`src/design/rhls_pkg.sv`:
```
// ----------------------------------------------------------------------------
// rhls_pkg: shared types and constants for the L1-norm RGB to HLS pipeline
// Widths of the pipeline's datapath, the sector codes and the side-band
// record that travels alongside the hue division.
// ----------------------------------------------------------------------------
package rhls_pkg;

   localparam int PIX_W    = 8;
   localparam int SUM_W    = 10;  // r+g+b, up to 765
   localparam int LNUM_W   = 11;  // 2*sum+3, up to 1533
   localparam int N_W      = 10;  // max+min-2*mid, signed
   localparam int X_W      = 9;   // twice the saturation, 0..510
   localparam int SECTOR_W = 3;
   localparam int PPROD_W  = SECTOR_W + 1 + X_W;  // (2*sector+1)*x
   localparam int A_W      = 14;  // signed hue numerator before the 85 scale
   localparam int DVD_W    = 20;  // 85*a + 2*x, below 2^19
   localparam int DVS_W    = X_W + 2;  // 4*x
   localparam int QUOT_W   = 9;   // top bit flags a quotient above 255

   // floor(v/6) for v < 1536 as (v*43691) >> 18
   localparam int                    LIGHT_SHIFT = 18;
   localparam logic [15:0]           LIGHT_RECIP = 16'd43691;
   localparam int                    LPROD_W     = LNUM_W + 16;
   localparam logic [DVD_W-1:0]      HUE_SCALE   = 20'd85;

   localparam int FRONT_STAGES = 4;
   localparam int DIV_STAGES   = QUOT_W;
   localparam int LATENCY      = FRONT_STAGES + DIV_STAGES;

   typedef logic [SECTOR_W-1:0] sector_type;

   // channel order, first match wins
   localparam sector_type SECTOR_RGB = 3'd0;  // r >= g >= b
   localparam sector_type SECTOR_GRB = 3'd1;  // g >= r >= b
   localparam sector_type SECTOR_GBR = 3'd2;  // g >= b >= r
   localparam sector_type SECTOR_BGR = 3'd3;  // b >= g >= r
   localparam sector_type SECTOR_BRG = 3'd4;  // b >= r >= g
   localparam sector_type SECTOR_RBG = 3'd5;  // r >= b >= g

   typedef struct packed {
      logic [PIX_W-1:0] light;
      logic [PIX_W-1:0] sat;
      logic             grey;
   } side_type;

endpackage

```
`src/design/rgb_to_hls_l1_pixel.sv`:
```
// ----------------------------------------------------------------------------
// rgb_to_hls_l1_pixel: RGB to L1-norm HLS conversion, one pixel per clock
// Channel   Ports                               Transfer
// request   start, busy, req_red/green/blue     edge with start high, busy low
// result    rsp_strobe, rsp_hue/lightness/sat   edge ending the strobe cycle
//
// One pixel enters per clock while busy is low; each result passes one
// ordering stage, three operand stages and nine divider stages, one
// quotient bit each. busy is high only in the cycle after reset; reset
// empties the pipeline. Results cannot be held off, so nothing ever stalls.
// ----------------------------------------------------------------------------
module rgb_to_hls_l1_pixel (
   input  logic       clock,
   input  logic       reset,
   input  logic       start,
   output logic       busy,
   input  logic [7:0] req_red,
   input  logic [7:0] req_green,
   input  logic [7:0] req_blue,
   output logic       rsp_strobe,
   output logic [7:0] rsp_hue,
   output logic [7:0] rsp_lightness,
   output logic [7:0] rsp_saturation
);
   import rhls_pkg::*;

   logic             busy_in, busy_ff;
   logic             accept;

   logic             ord_valid;
   sector_type       ord_sector;
   logic [PIX_W-1:0] ord_hi, ord_mid, ord_lo;
   logic [SUM_W-1:0] ord_sum;

   logic             fr_valid;
   logic [DVD_W-1:0] fr_dividend;
   logic [DVS_W-1:0] fr_divisor;
   side_type         fr_side;

   logic              dv_valid;
   logic [QUOT_W-1:0] dv_quot;
   side_type          dv_side;

   assign busy_in = reset;

   always_ff @(posedge clock) begin
      busy_ff <= busy_in;
   end

   assign busy   = busy_ff;
   assign accept = start && !busy_ff;

   rhls_order u_order (
      .clock     (clock),
      .reset     (reset),
      .in_valid  (accept),
      .red       (req_red),
      .green     (req_green),
      .blue      (req_blue),
      .out_valid (ord_valid),
      .sector    (ord_sector),
      .hi        (ord_hi),
      .mid       (ord_mid),
      .lo        (ord_lo),
      .sum       (ord_sum)
   );

   rhls_front u_front (
      .clock     (clock),
      .reset     (reset),
      .in_valid  (ord_valid),
      .sector    (ord_sector),
      .hi        (ord_hi),
      .mid       (ord_mid),
      .lo        (ord_lo),
      .sum       (ord_sum),
      .out_valid (fr_valid),
      .dividend  (fr_dividend),
      .divisor   (fr_divisor),
      .side      (fr_side)
   );

   rhls_div u_div (
      .clock     (clock),
      .reset     (reset),
      .in_valid  (fr_valid),
      .dividend  (fr_dividend),
      .divisor   (fr_divisor),
      .side_in   (fr_side),
      .out_valid (dv_valid),
      .quotient  (dv_quot),
      .side_out  (dv_side)
   );

   always_comb begin
      if (dv_side.grey) begin
         rsp_hue = '0;
      end else if (dv_quot[QUOT_W-1]) begin
         rsp_hue = '1;
      end else begin
         rsp_hue = dv_quot[PIX_W-1:0];
      end
   end

   assign rsp_strobe     = dv_valid;
   assign rsp_lightness  = dv_side.light;
   assign rsp_saturation = dv_side.sat;

endmodule

```
`src/design/rhls_order.sv`:
```
// ----------------------------------------------------------------------------
// rhls_order: channel ordering stage
// Finds the sector from the channel order and registers max, mid, min and
// the channel sum.
// ----------------------------------------------------------------------------
module rhls_order (
   input  logic                     clock,
   input  logic                     reset,
   input  logic                     in_valid,
   input  logic [7:0]               red,
   input  logic [7:0]               green,
   input  logic [7:0]               blue,
   output logic                     out_valid,
   output rhls_pkg::sector_type     sector,
   output logic [7:0]               hi,
   output logic [7:0]               mid,
   output logic [7:0]               lo,
   output logic [rhls_pkg::SUM_W-1:0] sum
);
   import rhls_pkg::*;

   logic ge_rg, ge_gr, ge_gb, ge_bg, ge_rb, ge_br;
   sector_type       sector_in, sector_ff;
   logic [PIX_W-1:0] hi_in, mid_in, lo_in;
   logic [PIX_W-1:0] hi_ff, mid_ff, lo_ff;
   logic [SUM_W-1:0] sum_in, sum_ff;
   logic             valid_ff;

   assign ge_rg = red >= green;
   assign ge_gr = green >= red;
   assign ge_gb = green >= blue;
   assign ge_bg = blue >= green;
   assign ge_rb = red >= blue;
   assign ge_br = blue >= red;

   assign sum_in = {2'b00, red} + {2'b00, green} + {2'b00, blue};

   always_comb begin
      if (ge_rg && ge_gb) begin
         sector_in = SECTOR_RGB;
      end else if (ge_gr && ge_rb) begin
         sector_in = SECTOR_GRB;
      end else if (ge_gb && ge_br) begin
         sector_in = SECTOR_GBR;
      end else if (ge_bg && ge_gr) begin
         sector_in = SECTOR_BGR;
      end else if (ge_br && ge_rg) begin
         sector_in = SECTOR_BRG;
      end else begin
         sector_in = SECTOR_RBG;
      end

      case (sector_in)
         SECTOR_RGB: begin hi_in = red;   mid_in = green; lo_in = blue;  end
         SECTOR_GRB: begin hi_in = green; mid_in = red;   lo_in = blue;  end
         SECTOR_GBR: begin hi_in = green; mid_in = blue;  lo_in = red;   end
         SECTOR_BGR: begin hi_in = blue;  mid_in = green; lo_in = red;   end
         SECTOR_BRG: begin hi_in = blue;  mid_in = red;   lo_in = green; end
         default:    begin hi_in = red;   mid_in = blue;  lo_in = green; end
      endcase
   end

   always_ff @(posedge clock) begin
      if (reset) begin
         valid_ff <= 1'b0;
      end else begin
         valid_ff <= in_valid;
      end
   end

   always_ff @(posedge clock) begin
      sector_ff <= sector_in;
      hi_ff     <= hi_in;
      mid_ff    <= mid_in;
      lo_ff     <= lo_in;
      sum_ff    <= sum_in;
   end

   assign out_valid = valid_ff;
   assign sector    = sector_ff;
   assign hi        = hi_ff;
   assign mid       = mid_ff;
   assign lo        = lo_ff;
   assign sum       = sum_ff;

endmodule

```
`src/design/rhls_front.sv`:
```
// ----------------------------------------------------------------------------
// rhls_front: saturation, lightness and hue operand stages
// Three register stages: offset n and doubled saturation x with the
// lightness; the signed hue numerator with saturation; the divider operands.
// ----------------------------------------------------------------------------
module rhls_front (
   input  logic                       clock,
   input  logic                       reset,
   input  logic                       in_valid,
   input  rhls_pkg::sector_type       sector,
   input  logic [7:0]                 hi,
   input  logic [7:0]                 mid,
   input  logic [7:0]                 lo,
   input  logic [rhls_pkg::SUM_W-1:0] sum,
   output logic                       out_valid,
   output logic [rhls_pkg::DVD_W-1:0] dividend,
   output logic [rhls_pkg::DVS_W-1:0] divisor,
   output rhls_pkg::side_type         side
);
   import rhls_pkg::*;

   // stage 2
   logic signed [N_W-1:0] n_in, n_ff;
   logic [N_W-1:0]        x_wide;
   logic [X_W-1:0]        x_in, x2_ff;
   logic [LNUM_W-1:0]     lnum;
   logic [LPROD_W-1:0]    lprod;
   logic [PIX_W-1:0]      light_in, light_ff;
   sector_type            sector2_ff;
   logic                  valid2_ff;

   // stage 3
   logic [PPROD_W-1:0]    pprod;
   logic signed [A_W-1:0] n_twice, a_in, a_ff;
   logic [X_W:0]          sat_wide;
   side_type              side3_in, side3_ff;
   logic [X_W-1:0]        x3_ff;
   logic                  valid3_ff;

   // stage 4
   logic [DVD_W-1:0]      p85, twox, dvd_in, dvd_ff;
   logic [DVS_W-1:0]      dvs_in, dvs_ff;
   side_type              side4_ff;
   logic                  valid4_ff;

   // ---- stage 2 ----
   assign n_in = $signed({2'b00, hi}) + $signed({2'b00, lo}) - $signed({1'b0, mid, 1'b0});

   always_comb begin
      if (!n_in[N_W-1]) begin
         x_wide = {1'b0, hi, 1'b0} - {2'b00, mid} - {2'b00, lo};
      end else begin
         x_wide = {2'b00, hi} + {2'b00, mid} - {1'b0, lo, 1'b0};
      end
   end
   assign x_in = x_wide[X_W-1:0];

   assign lnum     = {sum, 1'b0} + LNUM_W'(3);
   assign lprod    = {16'b0, lnum} * {{LNUM_W{1'b0}}, LIGHT_RECIP};
   assign light_in = lprod[LIGHT_SHIFT +: PIX_W];

   // ---- stage 3 ----
   assign pprod   = {{X_W{1'b0}}, sector2_ff, 1'b1} * {{(SECTOR_W + 1){1'b0}}, x2_ff};
   assign n_twice = {{(A_W - N_W - 1){n_ff[N_W-1]}}, n_ff, 1'b0};

   always_comb begin
      // even sectors subtract the offset, odd sectors add it
      if (sector2_ff[0]) begin
         a_in = $signed({1'b0, pprod}) + n_twice;
      end else begin
         a_in = $signed({1'b0, pprod}) - n_twice;
      end
   end

   assign sat_wide       = {1'b0, x2_ff} + (X_W + 1)'(1);
   assign side3_in.light = light_ff;
   assign side3_in.sat   = sat_wide[PIX_W:1];
   assign side3_in.grey  = (x2_ff == '0);

   // ---- stage 4 ----
   // a negative numerator clamps the scaled value to zero, leaving the rounding term
   assign p85    = {{(DVD_W - A_W + 1){1'b0}}, a_ff[A_W-2:0]} * HUE_SCALE;
   assign twox   = {{(DVD_W - X_W - 1){1'b0}}, x3_ff, 1'b0};
   assign dvd_in = a_ff[A_W-1] ? twox : p85 + twox;
   assign dvs_in = {x3_ff, 2'b00};

   always_ff @(posedge clock) begin
      if (reset) begin
         valid2_ff <= 1'b0;
         valid3_ff <= 1'b0;
         valid4_ff <= 1'b0;
      end else begin
         valid2_ff <= in_valid;
         valid3_ff <= valid2_ff;
         valid4_ff <= valid3_ff;
      end
   end

   always_ff @(posedge clock) begin
      n_ff       <= n_in;
      x2_ff      <= x_in;
      light_ff   <= light_in;
      sector2_ff <= sector;

      a_ff       <= a_in;
      x3_ff      <= x2_ff;
      side3_ff   <= side3_in;

      dvd_ff     <= dvd_in;
      dvs_ff     <= dvs_in;
      side4_ff   <= side3_ff;
   end

   assign out_valid = valid4_ff;
   assign dividend  = dvd_ff;
   assign divisor   = dvs_ff;
   assign side      = side4_ff;

endmodule

```
`src/design/rhls_div.sv`:
```
// ----------------------------------------------------------------------------
// rhls_div: pipelined restoring divider for the hue quotient
// One quotient bit per stage, most significant first. The top bit only
// tells whether the quotient exceeds the 8-bit range.
// ----------------------------------------------------------------------------
module rhls_div (
   input  logic                        clock,
   input  logic                        reset,
   input  logic                        in_valid,
   input  logic [rhls_pkg::DVD_W-1:0]  dividend,
   input  logic [rhls_pkg::DVS_W-1:0]  divisor,
   input  rhls_pkg::side_type          side_in,
   output logic                        out_valid,
   output logic [rhls_pkg::QUOT_W-1:0] quotient,
   output rhls_pkg::side_type          side_out
);
   import rhls_pkg::*;

   logic [DVD_W-1:0]  rem_src  [0:DIV_STAGES-1];
   logic [DVS_W-1:0]  dvs_src  [0:DIV_STAGES-1];
   logic [QUOT_W-1:0] quot_src [0:DIV_STAGES];
   side_type          side_src [0:DIV_STAGES];
   logic              vld_src  [0:DIV_STAGES];

   logic [DVD_W-1:0]  rem_ff   [0:DIV_STAGES-2];
   logic [DVS_W-1:0]  dvs_ff   [0:DIV_STAGES-2];
   logic [QUOT_W-1:0] quot_ff  [0:DIV_STAGES-1];
   side_type          side_ff  [0:DIV_STAGES-1];
   logic              valid_ff [0:DIV_STAGES-1];

   assign rem_src[0]  = dividend;
   assign dvs_src[0]  = divisor;
   assign quot_src[0] = '0;
   assign side_src[0] = side_in;
   assign vld_src[0]  = in_valid;

   for (genvar k = 0; k < DIV_STAGES; k++) begin : g_stage
      localparam int SH = DIV_STAGES - 1 - k;
      logic [DVD_W-1:0] trial;
      logic             take;

      assign trial = DVD_W'(dvs_src[k]) << SH;
      assign take  = rem_src[k] >= trial;

      always_ff @(posedge clock) begin
         if (reset) begin
            valid_ff[k] <= 1'b0;
         end else begin
            valid_ff[k] <= vld_src[k];
         end
      end

      always_ff @(posedge clock) begin
         quot_ff[k] <= {quot_src[k][QUOT_W-2:0], take};
         side_ff[k] <= side_src[k];
      end

      assign quot_src[k+1] = quot_ff[k];
      assign side_src[k+1] = side_ff[k];
      assign vld_src[k+1]  = valid_ff[k];

      if (k < DIV_STAGES - 1) begin : g_fwd
         always_ff @(posedge clock) begin
            rem_ff[k] <= take ? rem_src[k] - trial : rem_src[k];
            dvs_ff[k] <= dvs_src[k];
         end
         assign rem_src[k+1] = rem_ff[k];
         assign dvs_src[k+1] = dvs_ff[k];
      end
   end

   assign out_valid = vld_src[DIV_STAGES];
   assign quotient  = quot_src[DIV_STAGES];
   assign side_out  = side_src[DIV_STAGES];

endmodule

```
`config.mk`:
```
export PLATFORM = sky130hd
export DESIGN_NAME = rgb_to_hls_l1_pixel
export DESIGN_NICKNAME = d
export VERILOG_FILES = /design/src/design/rhls_pkg.sv /design/src/design/rgb_to_hls_l1_pixel.sv /design/src/design/rhls_order.sv /design/src/design/rhls_front.sv /design/src/design/rhls_div.sv
export SDC_FILE = /design/constraint.sdc
export NUM_CORES = 1
export LEC_CHECK = 0
export BUFFER_PORTS_ARGS = -buffer_cell sky130_fd_sc_hd__buf_2
export CAP_MARGIN = 25
export CORE_AREA = 5 5 172 339
export CTS_CLUSTER_SIZE = 40
export DETAILED_ROUTE_END_ITERATION = 16
export DIE_AREA = 0 0 177 344
export PLACE_DENSITY_LB_ADDON = 0.1
export SLEW_MARGIN = 25
export SYNTH_ARGS = -nofsm -noshare
export SYNTH_HDL_FRONTEND = slang
export SYNTH_SLANG_ARGS = --single-unit
```
`constraint.sdc`:
```
create_clock -name clock -period 11.9 [get_ports clock]
set_input_delay 1.19 -clock clock [delete_from_list [all_inputs] [get_ports clock]]
set_output_delay 1.19 -clock clock [all_outputs]
set_load 0.01 [all_outputs]
```
==> results of run 1 <==
Yosys cell counts, drive strengths merged, types with 5 or more instances:
| cell | instances | area, µm² |
|---|---|---|
| nor4b | 7 | 67.56 |
| and2 | 13 | 82.58 |
| mux2i | 13 | 133.9 |
| a21oi | 144 | 750.7 |
| and4 | 7 | 61.31 |
| nor4 | 21 | 146.4 |
| o31ai | 25 | 206.5 |
| buf | 29 | 212.7 |
| a21boi | 19 | 142.6 |
| nor3b | 8 | 65.06 |
| o21ai | 114 | 574.3 |
| and3 | 5 | 31.28 |
| mux2 | 22 | 247.7 |
| a221o | 8 | 80.08 |
| xor2 | 70 | 613.1 |
| nand2b | 48 | 302.8 |
| ha | 317 | 3966 |
| a211oi | 14 | 105.1 |
| xnor2 | 106 | 935.9 |
| dfxtp | 596 | 11930 |
| nand2 | 143 | 536.8 |
| or2 | 12 | 75.07 |
| a31oi | 9 | 56.30 |
| nand3 | 17 | 90.09 |
| a21o | 22 | 165.2 |
| or3 | 13 | 91.34 |
| nor3 | 52 | 271.5 |
| o21bai | 15 | 123.9 |
| nor2b | 46 | 287.8 |
| nand4 | 29 | 181.4 |
| clkbuf | 18 | 68.81 |
| o21a | 15 | 112.6 |
| inv | 360 | 1351 |
| fa | 103 | 2062 |
| o211ai | 9 | 77.57 |
| o221a | 8 | 90.09 |
| nor2 | 152 | 570.6 |
area by class of cell:
cell class / instances / area [µm²]
Multi-Input combinational cell: 1644 / 13670
Fill cell: 4979 / 25310
Clock buffer: 54 / 1276
Inverter: 360 / 1351
Clock inverter: 38 / 514.2
Timing Repair Buffer: 54 / 275.3
Tap cell: 744 / 930.9
Sequential cell: 596 / 11930
routing by layer:
metal | track usage, % | vias to the layer above | part of all wire [%]
met1 | 15.16 | 8456 | 30
met4 | 12.05 | 0 | 7.4
li1 | - | 8927 | -
met3 | 2.062 | 171 | 2.3
met2 | 41.79 | 279 | 60
met5 | 0 | - | 0
placed cells by master (no fill, tap or decap), types with 10 or more instances in the layout:
| cell type | count |
|---|---|
| o31ai_1 | 23 |
| nand3_1 | 16 |
| fa_1 | 103 |
| nor2b_1 | 46 |
| a211oi_1 | 14 |
| nor2_1 | 152 |
| a21o_1 | 22 |
| a21boi_0 | 15 |
| or3_1 | 11 |
| ha_1 | 317 |
| nor4_1 | 19 |
| xnor2_1 | 105 |
| o21a_1 | 15 |
| nand4_1 | 29 |
| nand2b_1 | 47 |
| clkbuf_16 | 50 |
| and2_1 | 12 |
| nand2_1 | 143 |
| bufinv_16 | 10 |
| buf_2 | 52 |
| clkinv_2 | 11 |
| mux2_2 | 22 |
| dfxtp_1 | 596 |
| xor2_1 | 70 |
| a21oi_1 | 140 |
| o21ai_0 | 103 |
| inv_1 | 355 |
| nor3_1 | 51 |
| mux2i_1 | 12 |
| o21bai_1 | 14 |
sequential cells by signal, summed over array words and instances (netlist names), 10 cells and up:
register and flops:
u_front.side 17, u_div.quot_ff 45, u_front.side3_ff 17, u_div.side_ff 153, u_div.rem_ff 160, u_order.sum 10, u_div.dvs_ff 72, u_front.dividend 20
u_front.a_ff 14, u_front.n_ff 10
critical path, stage by stage (launching register included):
cell	delay, ns
dfxtp_1	0.39
and2_1	0.20
and4_1	0.21
nand3_1	0.15
nor2_1	0.16
xor2_1	0.30
ha_1	0.30
fa_1	0.50
fa_1	0.56
fa_1	0.53
ha_1	0.30
inv_1	0.04
ha_1	0.15
or2_2	0.29
ha_1	0.29
nand2_1	0.05
o21ai_0	0.33
o22ai_1	0.15
a31oi_1	0.38
a21oi_1	0.18
o21bai_1	0.22
a21oi_1	0.11
xnor2_1	0.13
metrics by stage:
| stage | setup WS (ns) | cells |
|---|---|---|
| after floorplan | 6.476 | 2647 |
| after global placement | 5.852 | 3398 |
| after detailed placement | 5.715 | 3398 |
| after CTS | 5.716 | 3490 |
| after global routing | 5.300 | 3490 |
| final | 5.858 | 3490 |
worst min-delay path by stage:
stage / slack (ns) / startpoint / depth (start not counted) / to
after floorplan: 0.31 / u_div.quot_ff[0][0] / 0 / u_div.quot_ff[0][10]
after global placement: 0.31 / u_div.side_ff[0][126] / 0 / u_div.side_ff[0][143]
after detailed placement: 0.31 / u_div.quot_ff[0][10] / 0 / u_div.quot_ff[0][20]
after CTS: 0.30 / u_div.side_ff[0][40] / 0 / u_div.side_ff[0][57]
after global routing: 0.32 / u_div.side_ff[0][41] / 0 / u_div.side_ff[0][58]
final: 0.31 / u_div.side_ff[0][40] / 0 / u_div.side_ff[0][57]
cells by family after synthesis:
logic type / after synthesis
AOI/OAI and AO/OA: 431
and+or+nand+nor: 582
adders and majority gates: 420
buffers and inverters: 407
muxes: 35
DFF: 596
xor gates and xnor gates: 176
==> flow_metrics.py, run 1 <==
metrics = {
    "drt": {
        "via_count": 17830,
        "vias_per_cell": 5.110,
        "firstDrtPassIters": 5,
        "drc": 0,
        "wl_per_cell_um": 16.51,
        "drt_iter0_markers": 547,
        "ant_nets": 0,
        "routed_wl_um": 57630,
    },
    "setup_path": {
        "rr_endpoint": "u_front.light_ff[7]",
        "r2r_start": "u_order.sum[2]",
        "crit_required_ns": 12.35,
        "crit_path_end": "u_front.light_ff[7]",
        "path_class": "register to register",
        "crit_path_start_kind": "register",
        "arrival_ns": 6.49,
        "ff2ff_path_depth": 22,
        "r2r_slack_ns": 5.86,
        "crit_fanout": 4,
        "startpoint": "u_order.sum[2]",
        "critical_path.endpoint_type": "register",
    },
    "logic_synthesis": {
        "yosysWarnings": 0,
        "synthSimpleGateAreaFrac_pct": 10.81,
        "yosys_register_bits": 596,
        "synth_edf_count": 0,
        "synthMuxAreaShare_pct": 1.402,
        "synth-adder-area-share_pct": 22.14,
        "ys_types": 88,
        "synthXorXnorAreaFrac_pct": 5.689,
        "ys_seq_area_share_pct": 43.82,
        "syn_area_per_cell_um2": 10.29,
        "synth_top_family_by_area": "adder cells",
        "netlist_area_mm2": 0.02723,
        "synth-compound-area-share_pct": 10.14,
        "syn_inst": 2647,
        "syn_nets": 3094,
        "synthArstFlopShare_pct": 0,
        "synth_flop_cell": "dfxtp_1",
    },
    "placed_design": {
        "place_congestion": 0.9064,
        "io_buffer_count": 52,
        "hpwlAfterDp_um": 47390,
        "dpl_cell_area_mm2": 0.02816,
    },
    "status": {
        "status": "finished clean",
    },
    "timing": {
        "setup_viol": 0,
        "post-route-min-period_ns": 6.042,
        "hold_viol_final": 0,
        "rsz0062_at_grt": "false",
        "fmax_mhz": 165.5,
        "slew-limit-headroom_pct": 33.54,
        "worst_slew_pin_slew_ns": 0.9956,
        "fin_crit_sh_pct": 50.77,
        "hold_ws_ns": 0.3062,
        "skew_ns": 0.02671,
        "maxSlewViolCount": 0,
        "final.setup.tns_ns": 0,
    },
    "finish": {
        "n_antenna_cell": 0,
        "stdcell_area_mm2": 0.02995,
        "drive_gt1_share_pct": 7.429,
        "nets": 3153,
        "finalCoreUtilization_pct": 54.20,
        "syn_to_final_growth_pct": 10.01,
    },
    "grt": {
        "grt_use_total_pct": 19.22,
        "grt-ovfl-total": 0,
        "first_global_vias": 19230,
        "grt_pass1_wl_um": 93070,
        "grt_max_degree": 27,
        "antenna_found_initial": 0,
    },
    "clocking": {
        "clk_pin_slew_ns": 0.07,
        "cts_max_level": 2,
        "postCtsHoldBufs": 0,
        "cts_buffer_depth": 3,
        "cts_resized": 0,
        "tritoncts": "done",
        "cts_root_buf": "clkbuf_16",
        "clkLatencyLatePin_ns": 0.59,
        "post-cts-setup-buffers": 0,
        "numCtsBuffers": 50,
        "cts_sinks": 596,
    },
    "die": {
        "row_count": 122,
        "die_area_mm2": 0.06089,
        "ios": 53,
        "start_util_pct": 49.27,
        "die_w_um": 177,
        "core_mm2": 0.05526,
        "fp.dieH_um": 344,
    },
    "flow_run": {
        "drv_cap": 0,
    },
    "hold_path": {
        "hold_path.class": "register to register",
    },
}
Power of run 1 is left out: the tool's default activity adds up to more than one toggle a clock period on the data nets, which glitch-free logic cannot reach.
==> run 2: changes to the inputs <==
- clock period: 11.9 -> 4.95 ns (I/O delays scaled with it)
==> flow_metrics.py, run 2 (synthesis gave the netlist of run 1 again) <==
metrics = {
    "timing": {
        "slew-limit-headroom_pct": 36.01,
        "fin_crit_sh_pct": 103.1,
        "post-route-min-period_ns": 5.103,
        "maxSlewViolCount": 0,
        "fin_ws_ns": -0.1533,
        "skew_ns": 0.01704,
        "fmax_mhz": 196.0,
        "worst_slew_pin_slew_ns": 0.9598,
        "setup_viol": 5,
        "hold_viol_final": 0,
        "rsz0062_at_grt": "true",
    },
    "die": {
        "die_w_um": 177,
        "row_count": 122,
        "core_mm2": 0.05526,
        "die_area_mm2": 0.06089,
        "ios": 53,
        "start_util_pct": 49.27,
        "fp.dieH_um": 344,
    },
    "grt": {
        "grt_pass1_wl_um": 94450,
        "first_global_vias": 19460,
        "grt_use_total_pct": 19.47,
        "grt-ovfl-total": 0,
        "antenna_found_initial": 0,
        "grt_max_degree": 27,
    },
    "setup_path": {
        "critPathMaxStageDelay_ns": 0.55,
        "crit_path_start_kind": "register",
        "crit_top_cell": "fa_1",
        "crit_fanout": 3,
        "slowest_stage": "fa_1",
        "crit_chain": "and2_4 -> and4_4 -> and3_4 -> xnor2_2 -> inv_2 -> ha_4 -> inv_1 -> fa_1 -> fa_1 -> fa_1 -> fa_1 -> inv_1 -> ha_1 -> nand4_1 -> nor2_1 -> a211oi_2 -> a31oi_1 -> buf_4 -> a21oi_4 -> o21bai_1 -> buf_4 -> xor2_1",
        "critical_path.endpoint_type": "register",
        "r2r_slack_ns": -0.15,
        "rr_endpoint": "u_front.light_ff[6]",
        "critical-path-top-delay-family": "adder cells",
        "crit_required_ns": 5.41,
        "ff2ff_path_depth": 22,
        "arrival_ns": 5.57,
        "worst-path-buf-inv": 5,
        "r2r_start": "u_order.sum[3]",
        "path_class": "register to register",
    },
    "drt": {
        "vias_per_cell": 5.102,
        "via_count": 18170,
        "routed_wl_um": 58020,
        "drt_iter0_markers": 620,
        "drc": 0,
        "wl_per_cell_um": 16.29,
        "firstDrtPassIters": 5,
        "ant_nets": 0,
    },
    "status": {
        "status": "finished, violations left",
        "violations": "negative setup slack",
    },
    "clocking": {
        "cts_buffer_depth": 3,
        "tritoncts": "done",
        "clk_pin_slew_ns": 0.07,
        "cts_max_level": 2,
        "postCtsHoldBufs": 0,
        "numCtsBuffers": 50,
        "clkLatencyLatePin_ns": 0.58,
        "cts_root_buf": "clkbuf_16",
        "cts_sinks": 596,
    },
    "hold_path": {
        "hold_path.class": "primary input to register",
        "holdPathStages": 1,
        "holdPathEnd": "busy",
        "min_from": "reset",
    },
    "placed_design": {
        "hpwlAfterDp_um": 47700,
        "preCtsSetupSlack_ns": -0.4651,
        "place_inst": 3455,
        "place_congestion": 0.9505,
        "io_buffer_count": 52,
    },
    "finish": {
        "drive_gt1_share_pct": 11.11,
        "instances_no_fill": 3561,
        "largest-register": "u_div.rem_ff",
        "final_cell_mix": "dfxtp_1 (592), inv_1 (349), ha_1 (306)",
        "final_common_cell": "dfxtp_1",
        "register_area_mm2": 0.01194,
        "finalCoreUtilization_pct": 55.56,
        "nFillCells": 4950,
        "largest_reg_flops": 160,
        "nets": 3222,
        "syn_to_final_growth_pct": 12.76,
        "n_antenna_cell": 0,
        "largest_registers": "u_div.rem_ff: 160 flops, u_div.side_ff: 153 flops, u_div.dvs_ff: 72 flops",
        "multiInputGateArea_mm2": 0.01394,
    },
    "flow_run": {
        "drv_cap": 0,
    },
}
-- run 2: area by class of cell --
class	count	area share (%)
Clock buffer	64	4.479
Multi-Input combinational cell	1644	45.41
Clock inverter	30	1.170
Sequential cell	596	38.88
Inverter	360	4.402
Tap cell	744	3.032
Timing Repair Buffer	123	2.621
-- run 2: worst max-delay path by stage --
| stage | endpoint | cells past startpoint | startpoint |
|---|---|---|---|
| global route | u_front.light_ff[7] | 22 | u_order.sum[3] |
| global placement | u_front.light_ff[6] | 22 | u_order.sum[3] |
| floorplan | u_front.light_ff[7] | 24 | u_order.sum[2] |
| CTS | u_front.light_ff[7] | 22 | u_order.sum[3] |
| detailed placement | u_front.light_ff[6] | 22 | u_order.sum[3] |
| finish | u_front.light_ff[6] | 22 | u_order.sum[3] |
-- run 2: what timing repair did --
action / in CTS / in global routing
resized for setup: 23 / 10
pin swaps: 13 / 7
endpoints found under the setup margin: 6 / 7
buffers inserted: 8 / 4
-- run 2: metal layers --
layer | vias up | routed length (µm) | track usage, %
li1 | 9054 | - | -
met1 | 8662 | 17630 | 15.75
met2 | 279 | 34660 | 41.67
met3 | 172 | 1345 | 2.029
met4 | 0 | 4393 | 12.70
met5 | - | 0 | 0
-- run 2: through the flow --
step,area [µm²],hold slack (ns),TNS [ns]
4_1_cts,30610,0.1429,-0.5295
5_1_grt,30700,0.1700,-1.988
6_report,30700,0.1756,-0.4668
3_5_place_dp,28690,0.3121,-2.106
2_1_floorplan,27330,0.3096,-0.08844
3_3_place_gp,28690,0.3096,-1.444
Power of run 2 is left out for the same reason.
